--- config.mk ---
export PLATFORM = sky130hd
export DESIGN_NAME = animation_timing_evaluator_flat
export DESIGN_NICKNAME = d
export VERILOG_FILES = /design/src/rtl/ate_pkg.sv /design/src/rtl/ate_in_if.sv /design/src/rtl/ate_out_if.sv /design/src/rtl/animation_timing_evaluator.sv /design/src/flat_wrapper.sv
export SDC_FILE = /design/constraint.sdc
export NUM_CORES = 2
export LEC_CHECK = 0
export BUFFER_PORTS_ARGS = -buffer_cell sky130_fd_sc_hd__buf_2
export CAP_MARGIN = 20
export CORE_UTILIZATION = 45
export CTS_CLUSTER_DIAMETER = 120
export DETAILED_ROUTE_END_ITERATION = 10
export PLACE_DENSITY = 0.59
export SYNTH_ARGS = -nofsm -noshare
export SYNTH_HDL_FRONTEND = slang
export SYNTH_SLANG_ARGS = --single-unit
--- constraint.sdc ---
create_clock -name i_clk -period 8.1 [get_ports i_clk]
set_input_delay 0.81 -clock i_clk [delete_from_list [all_inputs] [get_ports i_clk]]
set_output_delay 0.81 -clock i_clk [all_outputs]
set_load 0.05 [all_outputs]
--- src/rtl/ate_pkg.sv ---
// Shared constants for the animation timing evaluator: field widths,
// input mode codes, configuration register indexes and divider step count.
// No dependencies.
`default_nettype none

package ate_pkg;

    localparam int TIME_W  = 32;
    localparam int VALUE_W = 32;
    localparam int MODE_W  = 2;
    localparam int REP_W   = 16;
    localparam int CFG_IDX_W  = 3;
    localparam int CFG_DATA_W = 32;

    // Fraction is Q0.16, so the divider runs 32 integer steps and 16 fraction steps
    localparam int FRAC_W    = 16;
    localparam int DIV_STEPS = TIME_W + FRAC_W;

    typedef enum logic [MODE_W-1:0] {
        MODE_CLEAR  = 2'd0,
        MODE_APPEND = 2'd1,
        MODE_EVAL   = 2'd2,
        MODE_NONE   = 2'd3
    } t_mode;

    typedef enum logic [CFG_IDX_W-1:0] {
        CFG_DURATION      = 3'd0,
        CFG_REPEAT_TOTAL  = 3'd1,
        CFG_FILL_FREEZE   = 3'd2,
        CFG_SET_KIND      = 3'd3,
        CFG_START_VALUE   = 3'd4,
        CFG_END_VALUE     = 3'd5,
        CFG_DEFAULT_BEGIN = 3'd6,
        CFG_UNUSED        = 3'd7
    } t_cfg_idx;

endpackage

`default_nettype wire

--- src/rtl/ate_in_if.sv ---
// Input channel of the animation timing evaluator: valid/ready plus mode and time.
// Depends on ate_pkg.
`default_nettype none

interface ate_in_if;
    import ate_pkg::*;

    logic              valid;
    logic              ready;
    logic [MODE_W-1:0] mode;
    logic [TIME_W-1:0] time_ms;

    modport source (output valid, output mode, output time_ms, input ready);
    modport sink   (input valid, input mode, input time_ms, output ready);
endinterface

`default_nettype wire

--- src/rtl/ate_out_if.sv ---
// Result channel of the animation timing evaluator: valid/ready plus active,
// holding and the Q16.16 value. Depends on ate_pkg.
`default_nettype none

interface ate_out_if;
    import ate_pkg::*;

    logic                      valid;
    logic                      ready;
    logic                      active;
    logic                      holding;
    logic signed [VALUE_W-1:0] value;

    modport source (output valid, output active, output holding, output value, input ready);
    modport sink   (input valid, input active, input holding, input value, output ready);
endinterface

`default_nettype wire

--- src/rtl/animation_timing_evaluator.sv ---
// Top level of the animation timing evaluator: begin-time list, sequencer,
// shared restoring divider and interpolation multiply. Depends on ate_pkg,
// ate_in_if and ate_out_if.
//
//  Channel   Dir  Handshake             Payload
//  i_in      in   valid/ready           mode[1:0], time_ms[31:0]
//  o_out     out  valid/ready           active, holding, value[31:0] (Q16.16)
//  i_cfg_*   in   write enable only     i_cfg_index[2:0], i_cfg_data[31:0]
//
// A clear, append or unused item goes from transfer through S_DONE to the result.
// An evaluation scans the begin memory, then does the pick, the repeat product
// and the end check; an animate evaluation still running then takes 48 steps
// of the shared restoring divider that yields remainder and Q0.16 fraction,
// then the interpolation multiply and the rounding add; last come the result
// register load and the output transfer.
// Input ready is high only while the sequencer is idle; a finished result
// waits in the output register while a stalled sink holds it.
// Reset is synchronous, active low; the begin memory is not cleared.
`default_nettype none

module animation_timing_evaluator #(
    parameter int MAX_BEGINS = 8
) (
    input  wire                          i_clk,
    input  wire                          i_rst_n,
    ate_in_if.sink                       i_in,
    ate_out_if.source                    o_out,
    input  wire                          i_cfg_we,
    input  wire [ate_pkg::CFG_IDX_W-1:0] i_cfg_index,
    input  wire [ate_pkg::CFG_DATA_W-1:0] i_cfg_data
);
    import ate_pkg::*;

    localparam int CW = $clog2(MAX_BEGINS + 1);
    localparam int AW = (MAX_BEGINS > 1) ? $clog2(MAX_BEGINS) : 1;
    localparam int SW = $clog2(DIV_STEPS);

    typedef enum logic [3:0] {
        S_IDLE,
        S_SCAN,
        S_PICK,
        S_TOTAL,
        S_CHECK,
        S_DIV,
        S_MUL,
        S_ADD,
        S_DONE
    } t_state;

    // configuration
    logic [TIME_W-1:0]         r_dur, n_dur;
    logic [REP_W-1:0]          r_rep, n_rep;
    logic                      r_freeze, n_freeze;
    logic                      r_set, n_set;
    logic signed [VALUE_W-1:0] r_start, n_start;
    logic signed [VALUE_W-1:0] r_end, n_end;
    logic [TIME_W-1:0]         r_defbeg, n_defbeg;

    // control
    t_state            r_state, n_state;
    logic [CW-1:0]     r_count, n_count;
    logic [CW-1:0]     r_idx, n_idx;
    logic              r_rd_vld, n_rd_vld;
    logic              r_first, n_first;
    logic              r_found, n_found;
    logic [SW-1:0]     r_step, n_step;
    logic              r_out_valid, n_out_valid;

    // datapath
    logic [TIME_W-1:0]           r_best, n_best;
    logic [TIME_W-1:0]           r_earliest, n_earliest;
    logic [TIME_W-1:0]           r_doc, n_doc;
    logic [TIME_W-1:0]           r_local, n_local;
    logic [TIME_W+REP_W-1:0]     r_total, n_total;
    logic signed [VALUE_W:0]     r_diff, n_diff;
    logic [TIME_W-1:0]           r_rem, n_rem;
    logic [TIME_W-1:0]           r_num, n_num;
    logic [FRAC_W-1:0]           r_quo, n_quo;
    logic [FRAC_W:0]             r_t16, n_t16;
    logic signed [VALUE_W+FRAC_W+2:0] r_prod, n_prod;
    logic                        r_act, n_act;
    logic                        r_hold, n_hold;
    logic signed [VALUE_W-1:0]   r_val, n_val;
    logic                        r_out_active, n_out_active;
    logic                        r_out_holding, n_out_holding;
    logic signed [VALUE_W-1:0]   r_out_value, n_out_value;

    // begin memory
    logic [TIME_W-1:0] r_mem [MAX_BEGINS];
    logic [TIME_W-1:0] r_rd_data;
    logic              mem_we;

    // shared divider step
    logic [TIME_W:0]   div_sh;
    logic              div_ge;
    logic [TIME_W-1:0] pick;
    logic [TIME_W+REP_W-1:0] local_ext;
    logic signed [VALUE_W+FRAC_W+3:0] rnd;

    assign i_in.ready    = (r_state == S_IDLE);
    assign o_out.valid   = r_out_valid;
    assign o_out.active  = r_out_active;
    assign o_out.holding = r_out_holding;
    assign o_out.value   = r_out_value;

    assign mem_we = (r_state == S_IDLE) && i_in.valid && (t_mode'(i_in.mode) == MODE_APPEND)
                    && (r_count < CW'(MAX_BEGINS));

    assign div_sh    = {r_rem, r_num[TIME_W-1]};
    assign div_ge    = (div_sh >= {1'b0, r_dur});
    assign pick      = r_found ? r_best : r_earliest;
    assign local_ext = {{REP_W{1'b0}}, r_local};
    assign rnd       = {r_prod[VALUE_W+FRAC_W+2], r_prod} + (VALUE_W+FRAC_W+4)'(32768);

    always_ff @(posedge i_clk) begin
        if (mem_we) begin
            r_mem[r_count[AW-1:0]] <= i_in.time_ms;
        end
        r_rd_data <= r_mem[r_idx[AW-1:0]];
    end

    always_comb begin
        n_dur = r_dur;  n_rep = r_rep;  n_freeze = r_freeze;  n_set = r_set;
        n_start = r_start;  n_end = r_end;  n_defbeg = r_defbeg;
        n_state = r_state;  n_count = r_count;  n_idx = r_idx;  n_rd_vld = r_rd_vld;
        n_first = r_first;  n_found = r_found;  n_step = r_step;
        n_out_valid = r_out_valid;
        n_best = r_best;  n_earliest = r_earliest;  n_doc = r_doc;  n_local = r_local;
        n_total = r_total;  n_diff = r_diff;  n_rem = r_rem;  n_num = r_num;
        n_quo = r_quo;  n_t16 = r_t16;  n_prod = r_prod;
        n_act = r_act;  n_hold = r_hold;  n_val = r_val;
        n_out_active = r_out_active;  n_out_holding = r_out_holding;
        n_out_value = r_out_value;

        if (i_cfg_we) begin
            unique case (t_cfg_idx'(i_cfg_index))
                CFG_DURATION:      n_dur    = i_cfg_data;
                CFG_REPEAT_TOTAL:  n_rep    = i_cfg_data[REP_W-1:0];
                CFG_FILL_FREEZE:   n_freeze = i_cfg_data[0];
                CFG_SET_KIND:      n_set    = i_cfg_data[0];
                CFG_START_VALUE:   n_start  = $signed(i_cfg_data);
                CFG_END_VALUE:     n_end    = $signed(i_cfg_data);
                CFG_DEFAULT_BEGIN: n_defbeg = i_cfg_data;
                default: ;
            endcase
        end

        // drop the result once the sink has taken it
        if (r_out_valid && o_out.ready) begin
            n_out_valid = 1'b0;
        end

        unique case (r_state)
            S_IDLE: begin
                if (i_in.valid) begin
                    n_act   = 1'b0;
                    n_hold  = 1'b0;
                    n_val   = '0;
                    n_doc   = i_in.time_ms;
                    n_state = S_DONE;
                    case (t_mode'(i_in.mode))
                        MODE_CLEAR: n_count = '0;
                        MODE_APPEND: begin
                            if (r_count < CW'(MAX_BEGINS)) begin
                                n_count = r_count + 1'b1;
                            end
                        end
                        MODE_EVAL: begin
                            if (r_count == '0) begin
                                n_found = 1'b1;
                                n_best  = r_defbeg;
                                n_state = S_PICK;
                            end else begin
                                n_found  = 1'b0;
                                n_first  = 1'b1;
                                n_idx    = '0;
                                n_rd_vld = 1'b0;
                                n_state  = S_SCAN;
                            end
                        end
                        default: ;
                    endcase
                end
            end
            S_SCAN: begin
                if (r_rd_vld) begin
                    n_first = 1'b0;
                    if (r_first || r_rd_data < r_earliest) begin
                        n_earliest = r_rd_data;
                    end
                    if (r_rd_data <= r_doc && (!r_found || r_rd_data > r_best)) begin
                        n_best  = r_rd_data;
                        n_found = 1'b1;
                    end
                end
                if (r_idx < r_count) begin
                    n_idx    = r_idx + 1'b1;
                    n_rd_vld = 1'b1;
                end else begin
                    n_rd_vld = 1'b0;
                    if (!r_rd_vld) begin
                        n_state = S_PICK;
                    end
                end
            end
            S_PICK: begin
                n_local = r_doc - pick;
                if (r_doc < pick) begin
                    n_state = S_DONE;
                end else if (r_dur == '0) begin
                    // instant set shows the end value; animate is disabled
                    if (r_set) begin
                        n_act = 1'b1;
                        n_val = r_end;
                    end
                    n_state = S_DONE;
                end else begin
                    n_state = S_TOTAL;
                end
            end
            S_TOTAL: begin
                n_total = (TIME_W+REP_W)'(r_dur) * (TIME_W+REP_W)'(r_rep);
                n_diff  = {r_end[VALUE_W-1], r_end} - {r_start[VALUE_W-1], r_start};
                n_state = S_CHECK;
            end
            S_CHECK: begin
                if (r_set) begin
                    n_state = S_DONE;
                    if (r_rep != '0 && local_ext > r_total) begin
                        n_act  = r_freeze;
                        n_hold = r_freeze;
                        n_val  = r_freeze ? r_end : '0;
                    end else if (r_local > r_dur) begin
                        n_act = 1'b0;
                    end else if (r_local == r_dur) begin
                        n_act  = r_freeze;
                        n_hold = r_freeze;
                        n_val  = r_freeze ? r_end : '0;
                    end else begin
                        n_act = 1'b1;
                        n_val = r_end;
                    end
                end else if (r_rep != '0 && local_ext >= r_total) begin
                    if (r_freeze) begin
                        n_hold  = 1'b1;
                        n_t16   = {1'b1, {FRAC_W{1'b0}}};
                        n_state = S_MUL;
                    end else begin
                        n_state = S_DONE;
                    end
                end else begin
                    n_rem   = '0;
                    n_num   = r_local;
                    n_step  = '0;
                    n_state = S_DIV;
                end
            end
            S_DIV: begin
                // one restoring step: remainder first, then the Q0.16 fraction bits
                n_rem  = div_ge ? TIME_W'(div_sh - {1'b0, r_dur}) : div_sh[TIME_W-1:0];
                n_num  = {r_num[TIME_W-2:0], 1'b0};
                n_quo  = {r_quo[FRAC_W-2:0], div_ge};
                n_step = r_step + 1'b1;
                if (r_step == SW'(DIV_STEPS - 1)) begin
                    n_t16   = {1'b0, r_quo[FRAC_W-2:0], div_ge};
                    n_state = S_MUL;
                end
            end
            S_MUL: begin
                n_prod  = (VALUE_W+FRAC_W+3)'(r_diff)
                          * (VALUE_W+FRAC_W+3)'($signed({1'b0, r_t16}));
                n_state = S_ADD;
            end
            S_ADD: begin
                // round to nearest, ties up, then drop the 16 fraction bits
                n_act   = 1'b1;
                n_val   = r_start + $signed(rnd[VALUE_W+FRAC_W-1:FRAC_W]);
                n_state = S_DONE;
            end
            S_DONE: begin
                if (!r_out_valid || o_out.ready) begin
                    n_out_valid   = 1'b1;
                    n_out_active  = r_act;
                    n_out_holding = r_hold;
                    n_out_value   = r_val;
                    n_state       = S_IDLE;
                end
            end
            default: n_state = S_IDLE;
        endcase
    end

    always_ff @(posedge i_clk) begin
        if (!i_rst_n) begin
            r_state     <= S_IDLE;
            r_count     <= '0;
            r_idx       <= '0;
            r_rd_vld    <= 1'b0;
            r_first     <= 1'b0;
            r_found     <= 1'b0;
            r_step      <= '0;
            r_out_valid <= 1'b0;
            r_dur       <= '0;
            r_rep       <= REP_W'(1);
            r_freeze    <= 1'b0;
            r_set       <= 1'b0;
            r_start     <= '0;
            r_end       <= '0;
            r_defbeg    <= '0;
        end else begin
            r_state     <= n_state;
            r_count     <= n_count;
            r_idx       <= n_idx;
            r_rd_vld    <= n_rd_vld;
            r_first     <= n_first;
            r_found     <= n_found;
            r_step      <= n_step;
            r_out_valid <= n_out_valid;
            r_dur       <= n_dur;
            r_rep       <= n_rep;
            r_freeze    <= n_freeze;
            r_set       <= n_set;
            r_start     <= n_start;
            r_end       <= n_end;
            r_defbeg    <= n_defbeg;
        end
        r_best        <= n_best;
        r_earliest    <= n_earliest;
        r_doc         <= n_doc;
        r_local       <= n_local;
        r_total       <= n_total;
        r_diff        <= n_diff;
        r_rem         <= n_rem;
        r_num         <= n_num;
        r_quo         <= n_quo;
        r_t16         <= n_t16;
        r_prod        <= n_prod;
        r_act         <= n_act;
        r_hold        <= n_hold;
        r_val         <= n_val;
        r_out_active  <= n_out_active;
        r_out_holding <= n_out_holding;
        r_out_value   <= n_out_value;
    end

    a_count_bound: assert property (@(posedge i_clk) disable iff (!i_rst_n)
        r_count <= CW'(MAX_BEGINS))
        else $error("begin count exceeds list depth");

    a_div_rem: assert property (@(posedge i_clk) disable iff (!i_rst_n)
        (r_state == S_DIV) |-> (r_rem < r_dur))
        else $error("divider remainder not below duration");

    a_done_wait: assert property (@(posedge i_clk) disable iff (!i_rst_n)
        (r_state == S_DONE && r_out_valid && !o_out.ready) |=> (r_state == S_DONE))
        else $error("result overwrote a pending output");

    a_inactive_zero: assert property (@(posedge i_clk) disable iff (!i_rst_n)
        (r_out_valid && !r_out_active) |-> (r_out_value == '0 && !r_out_holding))
        else $error("inactive result carries a value");

endmodule

`default_nettype wire
--- src/flat_wrapper.sv ---
// flat-port wrapper written by rule: the top's interface ports become plain ports
module animation_timing_evaluator_flat import ate_pkg::*;
#(
    parameter int MAX_BEGINS = 8
)
  (i_clk, i_rst_n, i_cfg_we, i_cfg_index, i_cfg_data, i_in_valid, i_in_mode, i_in_time_ms, i_in_ready, o_out_valid, o_out_active, o_out_holding, o_out_value, o_out_ready);
  ate_in_if i_in_i ();
  ate_out_if o_out_i ();
  input  wire i_clk;
  input  wire i_rst_n;
  input  wire i_cfg_we;
  input  wire [ate_pkg::CFG_IDX_W-1:0] i_cfg_index;
  input  wire [ate_pkg::CFG_DATA_W-1:0] i_cfg_data;
  input wire logic [$bits(i_in_i.valid)-1:0] i_in_valid;
  input wire logic [$bits(i_in_i.mode)-1:0] i_in_mode;
  input wire logic [$bits(i_in_i.time_ms)-1:0] i_in_time_ms;
  output wire logic [$bits(i_in_i.ready)-1:0] i_in_ready;
  output wire logic [$bits(o_out_i.valid)-1:0] o_out_valid;
  output wire logic [$bits(o_out_i.active)-1:0] o_out_active;
  output wire logic [$bits(o_out_i.holding)-1:0] o_out_holding;
  output wire logic [$bits(o_out_i.value)-1:0] o_out_value;
  input wire logic [$bits(o_out_i.ready)-1:0] o_out_ready;
  assign i_in_i.valid = i_in_valid;
  assign i_in_i.mode = i_in_mode;
  assign i_in_i.time_ms = i_in_time_ms;
  assign i_in_ready = i_in_i.ready;
  assign o_out_valid = o_out_i.valid;
  assign o_out_active = o_out_i.active;
  assign o_out_holding = o_out_i.holding;
  assign o_out_value = o_out_i.value;
  assign o_out_i.ready = o_out_ready;
  animation_timing_evaluator #(.MAX_BEGINS(MAX_BEGINS)) u_core (.i_clk(i_clk), .i_rst_n(i_rst_n), .i_in(i_in_i), .o_out(o_out_i), .i_cfg_we(i_cfg_we), .i_cfg_index(i_cfg_index), .i_cfg_data(i_cfg_data));
endmodule
==> results.toml <==
[setup_path]
timing.critical_path.cells = "nand2_1, fa_1, fa_1, fa_1, inv_1, fa_1, fa_1, inv_1, fa_1, inv_1, ha_1, a211oi_1, nor2_1, a2111oi_0, o21ai_1, nor2_1, o21ai_1, a21o_1, a211oi_1, o211ai_1, xnor2_1"
cp.buffers_inverters = 3
critical-path-top-delay-family = "adder cells"
cp_slowest_cell = "sky130_fd_sc_hd__dfxtp_1"
critical_path.startpoint_type = "register"
cp_common_cell = "sky130_fd_sc_hd__fa_1"
critical_path_arrival_ps = 8060
critical_path_type = "register to register"
critPathMaxStageDelay_ps = 970
required_ps = 8530
crit_fanout = 19
endpoint_kind = "register"

[routing]
drtIter0Drc = 3517
number_of_vias_in_the_routed_layout = 52778
iteration_count_of_the_initial_detailed_routing_pass = 7
post_route_drc = 0
totalWireLength_um = 206100
ant_nets = 0
viasPerCell = 5.366
wl_per_cell_um = 20.95

[clocking]
cts.repair.resized = 0
cts_tree = "done"
cts_setup_buffers = 0
worst_setup_hold_path_clk_slew_ps = 60
cts_htree_levels = 3
postCtsHoldBufs = 0
clkLatencyLatePin_ps = 720
tritoncts_num_sinks = 862
root_buffer_cell = "sky130_fd_sc_hd__clkbuf_16"
clk_path_buf_depth = 3
numCtsBuffers = 93

[placement]
place.detailed.hpwl_um = 158200
port-buffer-count = 109
routability_congestion_estimate = 0.9291

[pwr]
p_leak_nw = 36.71
net_switching_power_mw = 2.719
pwr_density_cell_nw_per_um2 = 128.3
pwr-share-clk_pct = 42.4
power.share.switching_pct = 25.58
vdd.ir_drop.worst_mv = 0.2573
pwr-share-comb_pct = 10.6
power.sequential.fraction_pct = 47.0
cell_internal_pwr_mw = 7.909

[logic_synthesis]
yosys_register_bits = 862
yosys.cell_count.top_type = "sky130_fd_sc_hd__inv_1"
syn_avg_cell_area_um2 = 10.13
synth-edff-count = 662
asyncSetResetFlopFracSynth_pct = 0
ys_warn_count = 0
netlist_top_cells_area = "sky130_fd_sc_hd__edfxtp_1, sky130_fd_sc_hd__fa_1, sky130_fd_sc_hd__ha_1"
post_synth_instance_area_um2 = 76290
synthTopCellsByCount = "sky130_fd_sc_hd__inv_1, sky130_fd_sc_hd__nand2_1, sky130_fd_sc_hd__fa_1"
synthDistinctLibCells = 86
dominant_register_cell_in_the_synthesized_netlist = "sky130_fd_sc_hd__edfxtp_1"
fraction_of_the_yosys_area_taken_by_sequential_cells_pct = 31.31
syn_nets = 9068
syn-instance-count = 7534
synth_largest_type_area_fraction_pct = 26.06
synth_area_leader_cell = "sky130_fd_sc_hd__edfxtp_1"

[timing]
tightest_slew_ps = 1102
drv_slew = 0
rsz0062_at_grt = "no"
timing_hold_violations_final = 0
min_period_over_period_pct = 94.13
setup_viol_count_final = 0
post-route-min-period_ps = 7624
maxClockFrequency_mhz = 131.2
finalSetupTns_ps = 0
relSlewSlack_pct = 26.53
skew_ps = 39.58

[grt]
maximum_number_of_pins_on_one_net_before_global_route_repair = 83
grt_pass1_vias = 54689
grt.total_usage_pct = 24.64
global_route.overflow_total = 0
global_route_wire_length_before_repair_um = 323000
antenna_found_initial = 13

[floorplanning]
dieWidth_um = 413.7
initial_cell_density_of_the_core_pct = 45.47
floorplan.die.height_um = 413.7
count_of_boundary_i_o_pins = 110
fp.dieArea_um2 = 171200
core_area_um2 = 167800
num_rows = 150

[layout]
layout.filler_cells = 15405
ff_latch_area_um2 = 23890
multi_input_area_um2 = 46420
final_util_pct = 49.35
finish.net_count = 9083
drive_above_1_share_pct = 7.012
area_growth_syn_to_layout_pct = 8.547

[min_path]
min_path_type = "input pin to register"

[job]
max_capacitance_violation_total = 0

[status]
run_status = "completed"
## layout make-up
class	instances	area share, %
multi-input cells	5036	56.05
flip-flops and latches	862	28.85
inverters	1324	6.002
well taps	2204	3.330
clock buffers	118	3.028
repair buffers	232	1.855
clock inverters	58	0.8764
diodes	2	0.006044
## layout by cell type, fill, tap and decap left out, drive strengths merged, types with 31 or more instances in the layout
master | synthesis | final
fa | 936 | 936
xnor2 | 159 | 159
xor2 | 71 | 71
dfxtp | 200 | 200
nand3 | 74 | 74
o21a | 38 | 38
clkinv | 0 | 34
nor2 | 190 | 190
a211oi | 34 | 34
ha | 524 | 524
a21oi | 202 | 202
buf | 16 | 232
clkbuf | 296 | 118
mux4 | 64 | 64
nand2b | 37 | 37
and3 | 38 | 38
nand2 | 1314 | 1314
nor3 | 48 | 48
edfxtp | 662 | 662
a21o | 140 | 140
and2 | 414 | 414
mux2 | 33 | 33
nor4 | 31 | 31
inv | 1324 | 1330
nor2b | 49 | 49
mux2i | 59 | 59
nand4 | 56 | 56
a21boi | 151 | 151
o21ai | 147 | 147
## through the flow
stage	worst slack [ps]	power, mW	instance area (µm²)	std cells	hold WS (ps)
global placement	757.1	6.184	79500	9655	404.6
detailed placement	653.5	6.201	79520	9656	408.3
CTS	591.3	10.71	82760	9832	331.2
floorplan	1532	5.796	76290	7534	400.3
finish	475.7	10.63	82810	9836	382.1
global route	52.85	10.99	82800	9834	378.6
## metal layers
metal	track usage, %	share of wire (%)
met4	9.343	4.0
met2	39.70	46
met5	0	0.068
met1	34.16	44
met3	2.795	5.4
## final timing paths
path / cells after the start / start / slack [ps] / end
setup reg to reg: 21 / u_core.r_dur[14] / 480 / u_core.r_total[47]
hold reg to reg: 0 / u_core.r_val[21] / 420 / u_core.o_out.value[21]
setup / recovery: 21 / u_core.r_dur[14] / 480 / u_core.r_total[47]
hold / removal: 1 / i_in_time_ms[19] / 380 / u_core.r_mem[4][19]
## power groups by stage
| stage | sequential, mW | clock, mW | combinational [mW] |
|---|---|---|---|
| finish | 5.00 | 4.51 | 1.12 |
| global route | 5.00 | 4.76 | 1.22 |
| CTS | 5.00 | 4.60 | 1.12 |
| detailed placement | 5.09 | 0 | 1.11 |
| global placement | 5.09 | 0 | 1.10 |
| floorplan | 5.07 | 0 | 0.728 |
## registers in the layout, summed over array words and instances (netlist names), 17 cells and up
signal / count
u_core.r_prod: 33
u_core.r_end: 32
u_core.r_diff: 33
u_core.r_dur: 32
u_core.r_rd_data: 32
u_core.o_out.value: 32
u_core.r_local: 32
u_core.r_t16: 17
u_core.r_mem: 256
u_core.r_start: 32
u_core.r_defbeg: 32
u_core.r_total: 48
u_core.r_val: 32
u_core.r_rem: 32
u_core.r_best: 32
u_core.r_num: 32
u_core.r_earliest: 32
u_core.r_doc: 32
## kinds of logic after synthesis
group / Yosys count / share of synthesized area, %
XOR/XNOR: 230 / 2.641
AND/OR/NAND/NOR: 2299 / 13.79
adder cells (fa/ha/maj): 1460 / 33.16
buffers and inverters: 1636 / 8.063
multiplexers: 156 / 3.151
AO/OA/AOI/OAI: 891 / 7.897
flip-flops: 862 / 31.31
(Power assumes the default switching activity.)
